==> src/rtl/cba_pkg.sv <==
// Shared types, codes and tactic tables of the cache budget allocator.
`default_nettype none
package cba_pkg;
   localparam int SLOT_AW = 8;
   localparam int USED_W  = 32;
   localparam int TICK_W  = 32;
   localparam int CAP_W   = 37;
   localparam int LIMIT_W = 36;
   localparam int THR_W   = 16;
   localparam int MAX_RES = 16;

   localparam logic [3:0] FN_ADD       = 4'd0;
   localparam logic [3:0] FN_REMOVE    = 4'd1;
   localparam logic [3:0] FN_ACTIVITY  = 4'd2;
   localparam logic [3:0] FN_SIZE      = 4'd3;
   localparam logic [3:0] FN_TICK      = 4'd4;
   localparam logic [3:0] FN_REVISE    = 4'd5;
   localparam logic [3:0] FN_CLEAR_ALL = 4'd6;
   localparam logic [3:0] FN_CLEAR_NAV = 4'd7;
   localparam logic [3:0] FN_CLEAR_ONE = 4'd8;

   localparam logic [1:0] KD_ACK      = 2'd0;
   localparam logic [1:0] KD_SET_CAP  = 2'd1;
   localparam logic [1:0] KD_CLR_INST = 2'd2;
   localparam logic [1:0] KD_CLR_NAV  = 2'd3;

   localparam logic REG_GLOBAL_LIMIT   = 1'b0;
   localparam logic REG_IDLE_THRESHOLD = 1'b1;

   localparam logic [1:0] TAC_EVEN = 2'd0;
   localparam logic [1:0] TAC_KEEP = 2'd1;
   localparam logic [1:0] TAC_HEAD = 2'd2;

   typedef struct packed {
      logic                 rd_en;
      logic                 wr_used;
      logic                 wr_touch;
      logic                 wr_cap;
      logic [SLOT_AW-1:0]   addr;
      logic [USED_W-1:0]    used;
      logic [TICK_W-1:0]    touch;
      logic [CAP_W-1:0]     cap;
   } mem_req_type;

   typedef struct packed {
      logic [USED_W-1:0]    used;
      logic [TICK_W-1:0]    touch;
      logic [CAP_W-1:0]     cap;
   } mem_rd_type;

   function automatic logic [1:0] act_tac(input logic [1:0] t);
      logic [1:0] r;
      case (t)
         2'd0:    r = TAC_HEAD;
         2'd1:    r = TAC_HEAD;
         2'd2:    r = TAC_KEEP;
         default: r = TAC_EVEN;
      endcase
      return r;
   endfunction

   function automatic logic [1:0] ina_tac(input logic [1:0] t);
      logic [1:0] r;
      case (t)
         2'd0:    r = TAC_KEEP;
         default: r = TAC_EVEN;
      endcase
      return r;
   endfunction
endpackage
`default_nettype wire

==> src/rtl/cba_mem.sv <==
// Slot record memory: used bytes, last touch and sent capacity, one read port.
`default_nettype none
module cba_mem #(
   parameter int DEPTH = 16
) (
   input  wire logic               clock,
   input  wire cba_pkg::mem_req_type req,
   output      cba_pkg::mem_rd_type  rd
);
   import cba_pkg::*;

   localparam int AW = (DEPTH > 1) ? $clog2(DEPTH) : 1;

   mem_rd_type mem [DEPTH];
   mem_rd_type rd_ff;

   always_ff @(posedge clock) begin
      if (req.wr_used) begin
         mem[req.addr[AW-1:0]].used <= req.used;
      end
      if (req.wr_touch) begin
         mem[req.addr[AW-1:0]].touch <= req.touch;
      end
      if (req.wr_cap) begin
         mem[req.addr[AW-1:0]].cap <= req.cap;
      end
      if (req.rd_en) begin
         rd_ff <= mem[req.addr[AW-1:0]];
      end
   end

   assign rd = rd_ff;
endmodule
`default_nettype wire

==> src/rtl/cba_div.sv <==
// Restoring divider, one quotient bit per cycle.
`default_nettype none
module cba_div #(
   parameter int NW = 36,
   parameter int DW = 5
) (
   input  wire logic          clock,
   input  wire logic          reset,
   input  wire logic          start,
   input  wire logic [NW-1:0] num,
   input  wire logic [DW-1:0] den,
   output      logic          busy,
   output      logic          done,
   output      logic [NW-1:0] quot
);
   localparam int CNW = $clog2(NW + 1);

   logic [DW-1:0]  rem_ff;
   logic [NW-1:0]  q_ff;
   logic [DW-1:0]  den_ff;
   logic [CNW-1:0] cnt_ff;
   logic           busy_ff;
   logic           done_ff;
   logic [DW:0]    sh;
   logic           ge;

   assign sh = {rem_ff, q_ff[NW-1]};
   assign ge = sh >= {1'b0, den_ff};

   always_ff @(posedge clock) begin
      if (reset) begin
         busy_ff <= 1'b0;
         done_ff <= 1'b0;
         cnt_ff  <= '0;
      end else begin
         done_ff <= 1'b0;
         if (start) begin
            busy_ff <= 1'b1;
            cnt_ff  <= '0;
            rem_ff  <= '0;
            q_ff    <= num;
            den_ff  <= den;
         end else if (busy_ff) begin
            rem_ff <= ge ? DW'(sh - {1'b0, den_ff}) : sh[DW-1:0];
            q_ff   <= {q_ff[NW-2:0], ge};
            cnt_ff <= cnt_ff + 1'b1;
            if (cnt_ff == CNW'(NW - 1)) begin
               busy_ff <= 1'b0;
               done_ff <= 1'b1;
            end
         end
      end
   end

   assign busy = busy_ff;
   assign done = done_ff;
   assign quot = q_ff;
endmodule
`default_nettype wire

==> src/rtl/cache_budget_allocator_top.sv <==
// Cache budget allocator: slot sequencer, budget revision and result channel.
//
// Usage: items enter on the req_ stream (func in req_tuser), results leave on
// the rsp_ stream (kind in rsp_tuser, tlast on the final result of an item).
// Registers must be written on the csr_ port only while the block is idle;
// the block itself does not enforce this. One item is worked on at a time;
// req_tready is high only between items. Add, remove, activity, size report,
// tick and clear one update state and finish; clear all and clear on
// navigation visit every slot; revise demotes and sums each slot, makes up to
// 4 tactic checks and up to three divisions, then reads each valid slot of
// the active group and then the idle group and issues the changed capacities.
// The slot record memory is read and written one slot at a time with one read
// per visit, so no two accesses to an entry overlap.
// A result is held in a one-deep stage ahead of the output register so tlast
// is known; when the output register is full and rsp_tready is low the walk pauses at the next result.
// Reset clears all slots, ticks and the pending flag, and restores the
// register defaults; the record memory needs no clearing pass.
`default_nettype none
module cache_budget_allocator_top #(
   parameter int MAX_CLIENTS = 16
) (
   input  wire logic        clock,
   input  wire logic        reset,
   input  wire logic        req_tvalid,
   output      logic        req_tready,
   input  wire logic [39:0] req_tdata,   // client_slot, reported_size, zero pad
   input  wire logic [3:0]  req_tuser,   // func
   output      logic        rsp_tvalid,
   input  wire logic        rsp_tready,
   output      logic [47:0] rsp_tdata,   // target_slot, capacity, revise_pending, pad
   output      logic [1:0]  rsp_tuser,   // kind
   output      logic        rsp_tlast,
   input  wire logic        csr_we,
   input  wire logic        csr_index,
   input  wire logic [35:0] csr_wdata
);
   import cba_pkg::*;

   localparam int SW   = (MAX_CLIENTS > 1) ? $clog2(MAX_CLIENTS) : 1;
   localparam int CW   = SW + 1;
   localparam int SUMW = USED_W + SW;
   localparam int RW   = SUMW + 2;
   localparam logic [SW-1:0] LAST_IDX = SW'(MAX_CLIENTS - 1);
   localparam logic [8:0]    MAX9     = 9'(MAX_CLIENTS);

   localparam logic [3:0] ST_IDLE  = 4'd0;
   localparam logic [3:0] ST_DM_RD = 4'd1;
   localparam logic [3:0] ST_DM_EV = 4'd2;
   localparam logic [3:0] ST_TACT  = 4'd3;
   localparam logic [3:0] ST_DV_GO = 4'd4;
   localparam logic [3:0] ST_DV_WT = 4'd5;
   localparam logic [3:0] ST_GV_RD = 4'd6;
   localparam logic [3:0] ST_GV_EV = 4'd7;
   localparam logic [3:0] ST_CLR   = 4'd8;
   localparam logic [3:0] ST_FIN   = 4'd9;

   function automatic logic [RW-1:0] reserve(input logic [1:0] t, input logic [RW-1:0] x);
      logic [RW-1:0] x3;
      logic [RW-1:0] r;
      x3 = x + (x << 1);
      case (t)
         TAC_HEAD: r = x3 >> 1;
         TAC_KEEP: r = x;
         default:  r = '0;
      endcase
      return r;
   endfunction

   logic [3:0]             st_ff;
   logic [SW-1:0]          idx_ff;
   logic                   grp_ff;
   logic [1:0]             tac_ff;
   logic [1:0]             dsel_ff;
   logic [3:0]             op_ff;
   logic [3:0]             slot_ff;
   logic [MAX_CLIENTS-1:0] valid_ff;
   logic [MAX_CLIENTS-1:0] active_ff;
   logic [MAX_CLIENTS-1:0] known_ff;
   logic [TICK_W-1:0]      now_ff;
   logic                   pend_ff;
   logic [LIMIT_W-1:0]     limit_ff;
   logic [THR_W-1:0]       thr_ff;
   logic [SUMW-1:0]        asum_ff;
   logic [SUMW-1:0]        isum_ff;
   logic [CW-1:0]          acnt_ff;
   logic [CW-1:0]          icnt_ff;
   logic [LIMIT_W-1:0]     total_ff;
   logic [LIMIT_W-1:0]     iext_ff;
   logic [LIMIT_W-1:0]     each_a_ff;
   logic [LIMIT_W-1:0]     each_i_ff;
   logic                   hld_valid_ff;
   logic [1:0]             hld_kind_ff;
   logic [3:0]             hld_slot_ff;
   logic [CAP_W-1:0]       hld_cap_ff;
   logic [4:0]             ecnt_ff;
   logic                   out_valid_ff;
   logic [1:0]             out_kind_ff;
   logic [3:0]             out_slot_ff;
   logic [CAP_W-1:0]       out_cap_ff;
   logic                   out_pend_ff;
   logic                   out_last_ff;

   mem_req_type      mreq;
   mem_rd_type       mrd;
   logic             accept;
   logic [3:0]       in_func;
   logic [3:0]       in_slot;
   logic [USED_W-1:0] in_size;
   logic [8:0]       slot9;
   logic             slot_ok;
   logic [SW-1:0]    in_idx;
   logic             out_free;
   logic             out_load;
   logic             emit_want;
   logic             emit_go;
   logic             stall;
   logic [1:0]       emit_kind;
   logic [CAP_W-1:0] gv_cap;
   logic             gv_upd;
   logic             gv_hit;
   logic [RW-1:0]    ra;
   logic [RW-1:0]    ri;
   logic [RW:0]      rsum;
   logic             fits;
   logic             idle_hit;
   logic             act_new;
   logic             div_need;
   logic             div_start;
   logic             div_busy;
   logic             div_done;
   logic [LIMIT_W-1:0] div_num;
   logic [CW-1:0]    div_den;
   logic [LIMIT_W-1:0] div_q;

   assign in_func  = req_tuser;
   assign in_slot  = req_tdata[3:0];
   assign in_size  = req_tdata[35:4];
   assign slot9    = {5'b0, in_slot};
   assign slot_ok  = slot9 < MAX9;
   assign in_idx   = slot9[SW-1:0];
   assign req_tready = (st_ff == ST_IDLE);
   assign accept   = req_tvalid && req_tready;
   assign out_free = !out_valid_ff || rsp_tready;

   assign ra   = reserve(act_tac(tac_ff), RW'(asum_ff));
   assign ri   = reserve(ina_tac(tac_ff), RW'(isum_ff));
   assign rsum = {1'b0, ra} + {1'b0, ri};
   assign fits = (RW + 1)'(limit_ff) >= rsum;

   assign idle_hit = (now_ff - mrd.touch) >= {16'b0, thr_ff};
   assign act_new  = active_ff[idx_ff] && !idle_hit;

   assign gv_cap = CAP_W'(grp_ff ? each_a_ff : each_i_ff)
                 + CAP_W'(reserve(grp_ff ? act_tac(tac_ff) : ina_tac(tac_ff), RW'(mrd.used)));
   assign gv_hit = known_ff[idx_ff] && (mrd.cap == gv_cap);
   assign gv_upd = !gv_hit;

   always_comb begin
      emit_want = 1'b0;
      emit_kind = KD_SET_CAP;
      case (st_ff)
         ST_GV_EV: emit_want = gv_upd && (ecnt_ff < 5'(MAX_RES));
         ST_CLR: begin
            emit_want = valid_ff[idx_ff] && (ecnt_ff < 5'(MAX_RES));
            emit_kind = (op_ff == FN_CLEAR_ALL) ? KD_CLR_INST : KD_CLR_NAV;
         end
         default: emit_want = 1'b0;
      endcase
   end

   assign stall    = emit_want && hld_valid_ff && !out_free;
   assign emit_go  = emit_want && !stall;
   assign out_load = (emit_go && hld_valid_ff) || ((st_ff == ST_FIN) && out_free);

   always_comb begin
      case (dsel_ff)
         2'd0: begin
            div_need = icnt_ff != '0;
            div_num  = total_ff;
            div_den  = acnt_ff + CW'(icnt_ff != '0);
         end
         2'd1: begin
            div_need = acnt_ff != '0;
            div_num  = total_ff - iext_ff;
            div_den  = acnt_ff;
         end
         default: begin
            div_need = icnt_ff != '0;
            div_num  = iext_ff;
            div_den  = icnt_ff;
         end
      endcase
   end

   assign div_start = (st_ff == ST_DV_GO) && div_need;

   always_comb begin
      mreq = '0;
      case (st_ff)
         ST_IDLE: begin
            mreq.addr  = SLOT_AW'(in_idx);
            mreq.used  = (in_func == FN_SIZE) ? in_size : '0;
            mreq.touch = now_ff;
            if (accept && slot_ok) begin
               case (in_func)
                  FN_ADD: begin
                     mreq.wr_used  = 1'b1;
                     mreq.wr_touch = 1'b1;
                  end
                  FN_ACTIVITY: mreq.wr_touch = valid_ff[in_idx];
                  FN_SIZE:     mreq.wr_used  = valid_ff[in_idx];
                  default:     mreq.wr_used  = 1'b0;
               endcase
            end
         end
         ST_DM_RD: begin
            mreq.addr  = SLOT_AW'(idx_ff);
            mreq.rd_en = 1'b1;
         end
         ST_GV_RD: begin
            mreq.addr  = SLOT_AW'(idx_ff);
            mreq.rd_en = valid_ff[idx_ff] && (active_ff[idx_ff] == grp_ff);
         end
         ST_GV_EV: begin
            mreq.addr   = SLOT_AW'(idx_ff);
            mreq.cap    = gv_cap;
            mreq.wr_cap = gv_upd && !stall;
         end
         default: mreq = '0;
      endcase
   end

   cba_mem #(
      .DEPTH(MAX_CLIENTS)
   ) u_mem (
      .clock(clock),
      .req  (mreq),
      .rd   (mrd)
   );

   cba_div #(
      .NW(LIMIT_W),
      .DW(CW)
   ) u_div (
      .clock(clock),
      .reset(reset),
      .start(div_start),
      .num  (div_num),
      .den  (div_den),
      .busy (div_busy),
      .done (div_done),
      .quot (div_q)
   );

   always_ff @(posedge clock) begin
      if (reset) begin
         st_ff        <= ST_IDLE;
         valid_ff     <= '0;
         active_ff    <= '0;
         known_ff     <= '0;
         now_ff       <= '0;
         pend_ff      <= 1'b0;
         limit_ff     <= LIMIT_W'(8 * 1024 * 1024);
         thr_ff       <= THR_W'(5);
         hld_valid_ff <= 1'b0;
         ecnt_ff      <= '0;
         out_valid_ff <= 1'b0;
      end else begin
         if (csr_we) begin
            case (csr_index)
               REG_GLOBAL_LIMIT: begin
                  limit_ff <= csr_wdata;
                  pend_ff  <= 1'b1;
               end
               default: thr_ff <= csr_wdata[THR_W-1:0];
            endcase
         end

         if (out_valid_ff && rsp_tready && !out_load) begin
            out_valid_ff <= 1'b0;
         end

         if (emit_go) begin
            if (hld_valid_ff) begin
               out_valid_ff <= 1'b1;
               out_kind_ff  <= hld_kind_ff;
               out_slot_ff  <= hld_slot_ff;
               out_cap_ff   <= hld_cap_ff;
               out_pend_ff  <= pend_ff;
               out_last_ff  <= 1'b0;
            end
            hld_valid_ff <= 1'b1;
            hld_kind_ff  <= emit_kind;
            hld_slot_ff  <= 4'(idx_ff);
            hld_cap_ff   <= (st_ff == ST_GV_EV) ? gv_cap : '0;
            ecnt_ff      <= ecnt_ff + 1'b1;
         end

         case (st_ff)
            ST_IDLE: begin
               if (accept) begin
                  op_ff   <= in_func;
                  slot_ff <= in_slot;
                  idx_ff  <= '0;
                  case (in_func)
                     FN_ADD: begin
                        if (slot_ok) begin
                           valid_ff[in_idx]  <= 1'b1;
                           active_ff[in_idx] <= 1'b1;
                           known_ff[in_idx]  <= 1'b0;
                           pend_ff           <= 1'b1;
                        end
                        st_ff <= ST_FIN;
                     end
                     FN_REMOVE: begin
                        if (slot_ok) begin
                           valid_ff[in_idx]  <= 1'b0;
                           active_ff[in_idx] <= 1'b0;
                           known_ff[in_idx]  <= 1'b0;
                           pend_ff           <= 1'b1;
                        end
                        st_ff <= ST_FIN;
                     end
                     FN_ACTIVITY: begin
                        if (slot_ok && valid_ff[in_idx] && !active_ff[in_idx]) begin
                           active_ff[in_idx] <= 1'b1;
                           pend_ff           <= 1'b1;
                        end
                        st_ff <= ST_FIN;
                     end
                     FN_TICK: begin
                        now_ff <= now_ff + 1'b1;
                        st_ff  <= ST_FIN;
                     end
                     FN_REVISE: begin
                        pend_ff <= 1'b0;
                        asum_ff <= '0;
                        isum_ff <= '0;
                        acnt_ff <= '0;
                        icnt_ff <= '0;
                        st_ff   <= ST_DM_RD;
                     end
                     FN_CLEAR_ALL, FN_CLEAR_NAV: st_ff <= ST_CLR;
                     FN_CLEAR_ONE: begin
                        if (slot_ok && valid_ff[in_idx]) begin
                           hld_valid_ff <= 1'b1;
                           hld_kind_ff  <= KD_CLR_INST;
                           hld_slot_ff  <= in_slot;
                           hld_cap_ff   <= '0;
                           ecnt_ff      <= 5'd1;
                        end
                        st_ff <= ST_FIN;
                     end
                     default: st_ff <= ST_FIN;
                  endcase
               end
            end
            ST_DM_RD: st_ff <= ST_DM_EV;
            ST_DM_EV: begin
               if (valid_ff[idx_ff]) begin
                  active_ff[idx_ff] <= act_new;
                  if (act_new) begin
                     asum_ff <= asum_ff + SUMW'(mrd.used);
                     acnt_ff <= acnt_ff + 1'b1;
                  end else begin
                     isum_ff <= isum_ff + SUMW'(mrd.used);
                     icnt_ff <= icnt_ff + 1'b1;
                  end
               end
               if (idx_ff == LAST_IDX) begin
                  tac_ff <= 2'd0;
                  st_ff  <= ST_TACT;
               end else begin
                  idx_ff <= idx_ff + 1'b1;
                  st_ff  <= ST_DM_RD;
               end
            end
            ST_TACT: begin
               if (fits) begin
                  total_ff <= LIMIT_W'((RW + 1)'(limit_ff) - rsum);
                  dsel_ff  <= 2'd0;
                  st_ff    <= ST_DV_GO;
               end else if (tac_ff == 2'd3) begin
                  st_ff <= ST_FIN;
               end else begin
                  tac_ff <= tac_ff + 1'b1;
               end
            end
            ST_DV_GO: begin
               if (div_need) begin
                  st_ff <= ST_DV_WT;
               end else begin
                  if (dsel_ff == 2'd0) begin
                     iext_ff <= '0;
                  end
                  if (dsel_ff == 2'd2) begin
                     idx_ff <= '0;
                     grp_ff <= 1'b1;
                     st_ff  <= ST_GV_RD;
                  end else begin
                     dsel_ff <= dsel_ff + 1'b1;
                  end
               end
            end
            ST_DV_WT: begin
               if (div_done) begin
                  case (dsel_ff)
                     2'd0:    iext_ff   <= div_q;
                     2'd1:    each_a_ff <= div_q;
                     default: each_i_ff <= div_q;
                  endcase
                  if (dsel_ff == 2'd2) begin
                     idx_ff <= '0;
                     grp_ff <= 1'b1;
                     st_ff  <= ST_GV_RD;
                  end else begin
                     dsel_ff <= dsel_ff + 1'b1;
                     st_ff   <= ST_DV_GO;
                  end
               end
            end
            ST_GV_RD: begin
               if (mreq.rd_en) begin
                  st_ff <= ST_GV_EV;
               end else if (idx_ff != LAST_IDX) begin
                  idx_ff <= idx_ff + 1'b1;
               end else if (grp_ff) begin
                  grp_ff <= 1'b0;
                  idx_ff <= '0;
               end else begin
                  st_ff <= ST_FIN;
               end
            end
            ST_GV_EV: begin
               if (!stall) begin
                  if (gv_upd) begin
                     known_ff[idx_ff] <= 1'b1;
                  end
                  if (idx_ff != LAST_IDX) begin
                     idx_ff <= idx_ff + 1'b1;
                     st_ff  <= ST_GV_RD;
                  end else if (grp_ff) begin
                     grp_ff <= 1'b0;
                     idx_ff <= '0;
                     st_ff  <= ST_GV_RD;
                  end else begin
                     st_ff <= ST_FIN;
                  end
               end
            end
            ST_CLR: begin
               if (!stall) begin
                  if (idx_ff == LAST_IDX) begin
                     st_ff <= ST_FIN;
                  end else begin
                     idx_ff <= idx_ff + 1'b1;
                  end
               end
            end
            ST_FIN: begin
               if (out_free) begin
                  out_valid_ff <= 1'b1;
                  out_kind_ff  <= hld_valid_ff ? hld_kind_ff : KD_ACK;
                  out_slot_ff  <= hld_valid_ff ? hld_slot_ff : slot_ff;
                  out_cap_ff   <= hld_valid_ff ? hld_cap_ff : '0;
                  out_pend_ff  <= pend_ff;
                  out_last_ff  <= 1'b1;
                  hld_valid_ff <= 1'b0;
                  ecnt_ff      <= '0;
                  st_ff        <= ST_IDLE;
               end
            end
            default: st_ff <= ST_IDLE;
         endcase
      end
   end

   assign rsp_tvalid = out_valid_ff;
   assign rsp_tdata  = {6'b0, out_pend_ff, out_cap_ff, out_slot_ff};
   assign rsp_tuser  = out_kind_ff;
   assign rsp_tlast  = out_last_ff;

   a_div_idle_start: assert property (@(posedge clock) disable iff (reset)
      div_start |-> !div_busy)
      else $error("divider restarted while busy");

   a_hold_empty_idle: assert property (@(posedge clock) disable iff (reset)
      (st_ff == ST_IDLE) |-> !hld_valid_ff)
      else $error("held result left over between items");

   a_result_cap: assert property (@(posedge clock) disable iff (reset)
      ecnt_ff <= 5'(MAX_RES))
      else $error("too many results for one item");

   a_leave_idle: assert property (@(posedge clock) disable iff (reset)
      accept |=> (st_ff != ST_IDLE))
      else $error("accepted transfer not processed");
endmodule
`default_nettype wire
==> config.mk <==
export PLATFORM = sky130hd
export DESIGN_NAME = cache_budget_allocator_top
export DESIGN_NICKNAME = d
export VERILOG_FILES = /design/src/rtl/cba_pkg.sv /design/src/rtl/cba_mem.sv /design/src/rtl/cba_div.sv /design/src/rtl/cache_budget_allocator_top.sv
export SDC_FILE = /design/constraint.sdc
export NUM_CORES = 2
export LEC_CHECK = 0
export ABC_CLOCK_PERIOD_IN_PS = 12370
export BUFFER_PORTS_ARGS = -buffer_cell sky130_fd_sc_hd__buf_2
export CAP_MARGIN = 20
export CORE_MARGIN = 5
export CORE_UTILIZATION = 55
export CTS_CLUSTER_DIAMETER = 100
export DETAILED_ROUTE_END_ITERATION = 10
export GPL_ROUTABILITY_DRIVEN = 0
export PLACE_DENSITY = 0.82
export REMOVE_ABC_BUFFERS = 1
export SLEW_MARGIN = 20
export SYNTH_ARGS = -nofsm -noshare
export SYNTH_HDL_FRONTEND = slang
export SYNTH_SLANG_ARGS = --single-unit
export TNS_END_PERCENT = 50
==> constraint.sdc <==
create_clock -name clock -period 12.37 [get_ports clock]
set_input_delay 0.6185 -clock clock [delete_from_list [all_inputs] [get_ports clock]]
set_output_delay 0.6185 -clock clock [all_outputs]
set_load 0.02 [all_outputs]
==> results.cfg <==
[detailed_routing]
drc = 0
wirelength_mm = 286
vias = 69800
drtIter0Drc = 9816
dr.pass1.iters = 8
ant_nets = 0
avgViaCountPerCell = 6.66
wl_per_cell_um = 27.3

[pwr]
p_per_area_nw_per_um2 = 197
power.share.switching = 0.342
peakVddDrop_mv = 0.204
p_comb_frac = 0.315
p_int_mw = 15.2
p_leak_nw = 42.8
p_total_mw = 23.1
power.switching_mw = 7.90
seq_power_share = 0.395
pwr-share-clk = 0.290

[cts]
htree_levels = 4
cts_tree = yes
postCtsSetupBuffers = 0
clock-sinks = 2246
insertion_delay_ns = 0.89
clockBufferDepth = 3
cts-root-buf = clkbuf_16
numCtsBuffers = 219
clkTransAtPathRegs_ns = 0.06

[synthesis]
seq_area_frac_synth = 0.623
ys_warn_count = 0
syn_inst = 7638
synth_ff_type = edfxtp_1
synthArstFlopShare = 0
synth_cell_types = 100
syn_area_um2 = 106000
ys_ff_latch = 2246
synth_edf_count = 2094
avgSynthCellArea_um2 = 13.8

[floorplan]
die_height_um = 448
coreArea_um2 = 192000
dieArea_um2 = 201000
ios = 139
start_util = 0.551
die-width_um = 448
std_cell_rows = 161

[timing]
rsz0062_at_grt = no
max_freq_mhz = 102
worst_pin_slew_ns = 1.26
fin_worst_skew_ns = 0.0802
finalSetupViolations = 0
hold_violations = 0
fin_crit_sh = 0.796
drv_slew = 0
max-slew-margin-rel = 0.162
final.min_clock_period_ns = 9.84

[global_routing]
grt_first_pass_wirelength_mm = 425
grt_pass1_vias = 68800
grt_max_degree = 149
gr-total-overflow = 0
antenna_found_initial = 18
grt_usage = 0.281

[cells_and_area]
regArea_um2 = 65900
drive_gt1_frac = 0.148
final_net_count = 8200
fillCellCount = 13300
fin_area_um2 = 117000
multi_input_area_um2 = 38200
fin_cells = 10500
syn_to_final_growth_pct = 10.7

[critical_path]
worst_setup_path_start_kind = flop
worstPathArrival_ns = 10.44
crit_path_end_kind = flop
critPathMostFrequentCell = o21ai_0
crit_type = reg2reg
cpPeakStageDelay_ns = 0.72
cp_max_fo = 38
cp.required_ns = 12.97
slowest_stage = o41ai_4

[placed_design]
dp_cells = 10000
portBuffers = 128
hpwl_mm = 168
place_area_um2 = 110000

[outcome]
status = completed

[job]
max_cap_viol_count = 0

[worst_hold_path]
hold_path_class = in2reg
## registers in the layout (all words and copies together), names as in the netlist, 6 cells and up, named ones only
| signal | count |
|---|---|
| u_mem.rd | 101 |
| known_ff | 16 |
| iext_ff | 36 |
| asum_ff | 36 |
| thr_ff | 16 |
| u_div.quot | 36 |
| limit_ff | 36 |
| u_mem.mem | 1616 |
| u_div.cnt_ff | 6 |
| hld_cap_ff | 37 |
| now_ff | 32 |
| total_ff | 36 |
| each_a_ff | 36 |
| each_i_ff | 36 |
| isum_ff | 36 |
| out_cap_ff | 37 |
## cells by family after synthesis
family          count (synthesis)  share of synthesized area
other cells                     1                  0.0000355
mux                           528                      0.101
compound gates               1404                     0.0864
xor+xnor                      301                     0.0253
buf+inv                       573                     0.0211
flops                        2246                      0.623
simple gates                 2228                     0.0997
fa+ha+maj                     357                     0.0430
## layer usage
metal  part of all wire  vias up  track usage  wire length (um)
li1                   -    29600            -                 -
met1               0.35    34500        0.361            101000
met2               0.48     4827        0.453            137000
met3               0.11      932       0.0639             31900
met4              0.059        8        0.141             16800
met5            0.00028        -            0                80
## Yosys cell counts (142+ instances only)
cell      instances  area share
dfxtp_1         152       0.029
xor2_1          142       0.012
and3_1          144      0.0085
o21ai_0         241       0.011
a21oi_1         387       0.018
nor2_1          498       0.018
edfxtp_1       2094        0.59
a31oi_1         162      0.0096
nand2_1         829       0.029
inv_1           201      0.0071
clkbuf_1        273      0.0097
xnor2_1         156       0.013
and2_1          164      0.0097
mux4_2          427       0.091
ha_1            347       0.041
## power by group through the flow
stage               sequential [mW]  combinational, mW  clock (mW)
floorplan                      9.13               5.62           0
global placement               9.24               6.84           0
detailed placement             9.25               7.05           0
CTS                            9.10               7.16        6.75
global route                   9.13               7.77        7.08
finish                         9.12               7.27        6.70
## path summary, 6_finish.rpt
path / endpoint / slack (ns) / cells past startpoint / startpoint
worst min register to register: limit_ff[14]$_SDFFE_PP0P_ / 0.46 / 2 / limit_ff[14]$_SDFFE_PP0P_
worst max-delay path: out_pend_ff$_DFFE_PN_ / 2.53 / 30 / u_mem.rd[70]$_DFFE_PP_
worst min-delay path: limit_ff[7]$_SDFFE_PP0P_ / 0.06 / 3 / csr_wdata[7]
worst max register to register: out_pend_ff$_DFFE_PN_ / 2.53 / 30 / u_mem.rd[70]$_DFFE_PP_
## area by class of cell
type | instances | area share
diodes | 13 | 0.000278
clock buffers | 266 | 0.0493
clock inverters | 140 | 0.0122
inverters | 203 | 0.00653
multi-input cells | 4824 | 0.326
flip-flops and latches | 2246 | 0.563
well taps | 2526 | 0.0270
repair buffers | 263 | 0.0153
## stage by stage
stage	utilization	TNS, ns	hold WS (ns)	worst slack (ns)
floorplan	-	-8106.62	0.430	-8.80
detailed placement	0.571	0	0.453	3.12
finish	0.610	0	0.0646	2.53
global placement	0.571	0	0.443	3.19
global route	0.610	0	0.0323	2.24
CTS	0.609	0	0.00225	2.87
## worst max-delay path: cells and delay by family, from the launching register on
kind | cells | cell delay, ns
mux | 1 | 0.38
fa+ha+maj | 2 | 0.76
compound gates | 17 | 4.65
simple gates | 7 | 2.26
xor+xnor | 1 | 0.16
flops | 1 | 0.53
buf+inv | 2 | 0.81
## repair_timing
| action | in CTS | in global routing |
|---|---|---|
| hold buffers | 20 | 0 |
| hold endpoints to repair | 23 | 0 |
| gates resized for setup | 0 | 0 |
## cells in the final DEF (no fill, tap or decap), types with 49 or more instances in the layout
cell type	instances
a211oi_1	49
a21o_1	135
a21oi_1	386
a22oi_1	54
a31oi_1	161
and2_1	161
and3_1	144
buf_2	127
buf_4	108
clkbuf_16	222
dfxtp_1	152
edfxtp_1	2094
ha_1	346
inv_1	201
mux2i_1	58
mux4_2	427
nand2_1	827
nand2b_1	70
nand3_1	119
nand4_1	52
nor2_1	437
nor2_4	51
nor2b_1	72
nor3_1	81
o21ai_0	240
xnor2_1	156
xor2_1	142
Power figures use the tool's default switching activity.
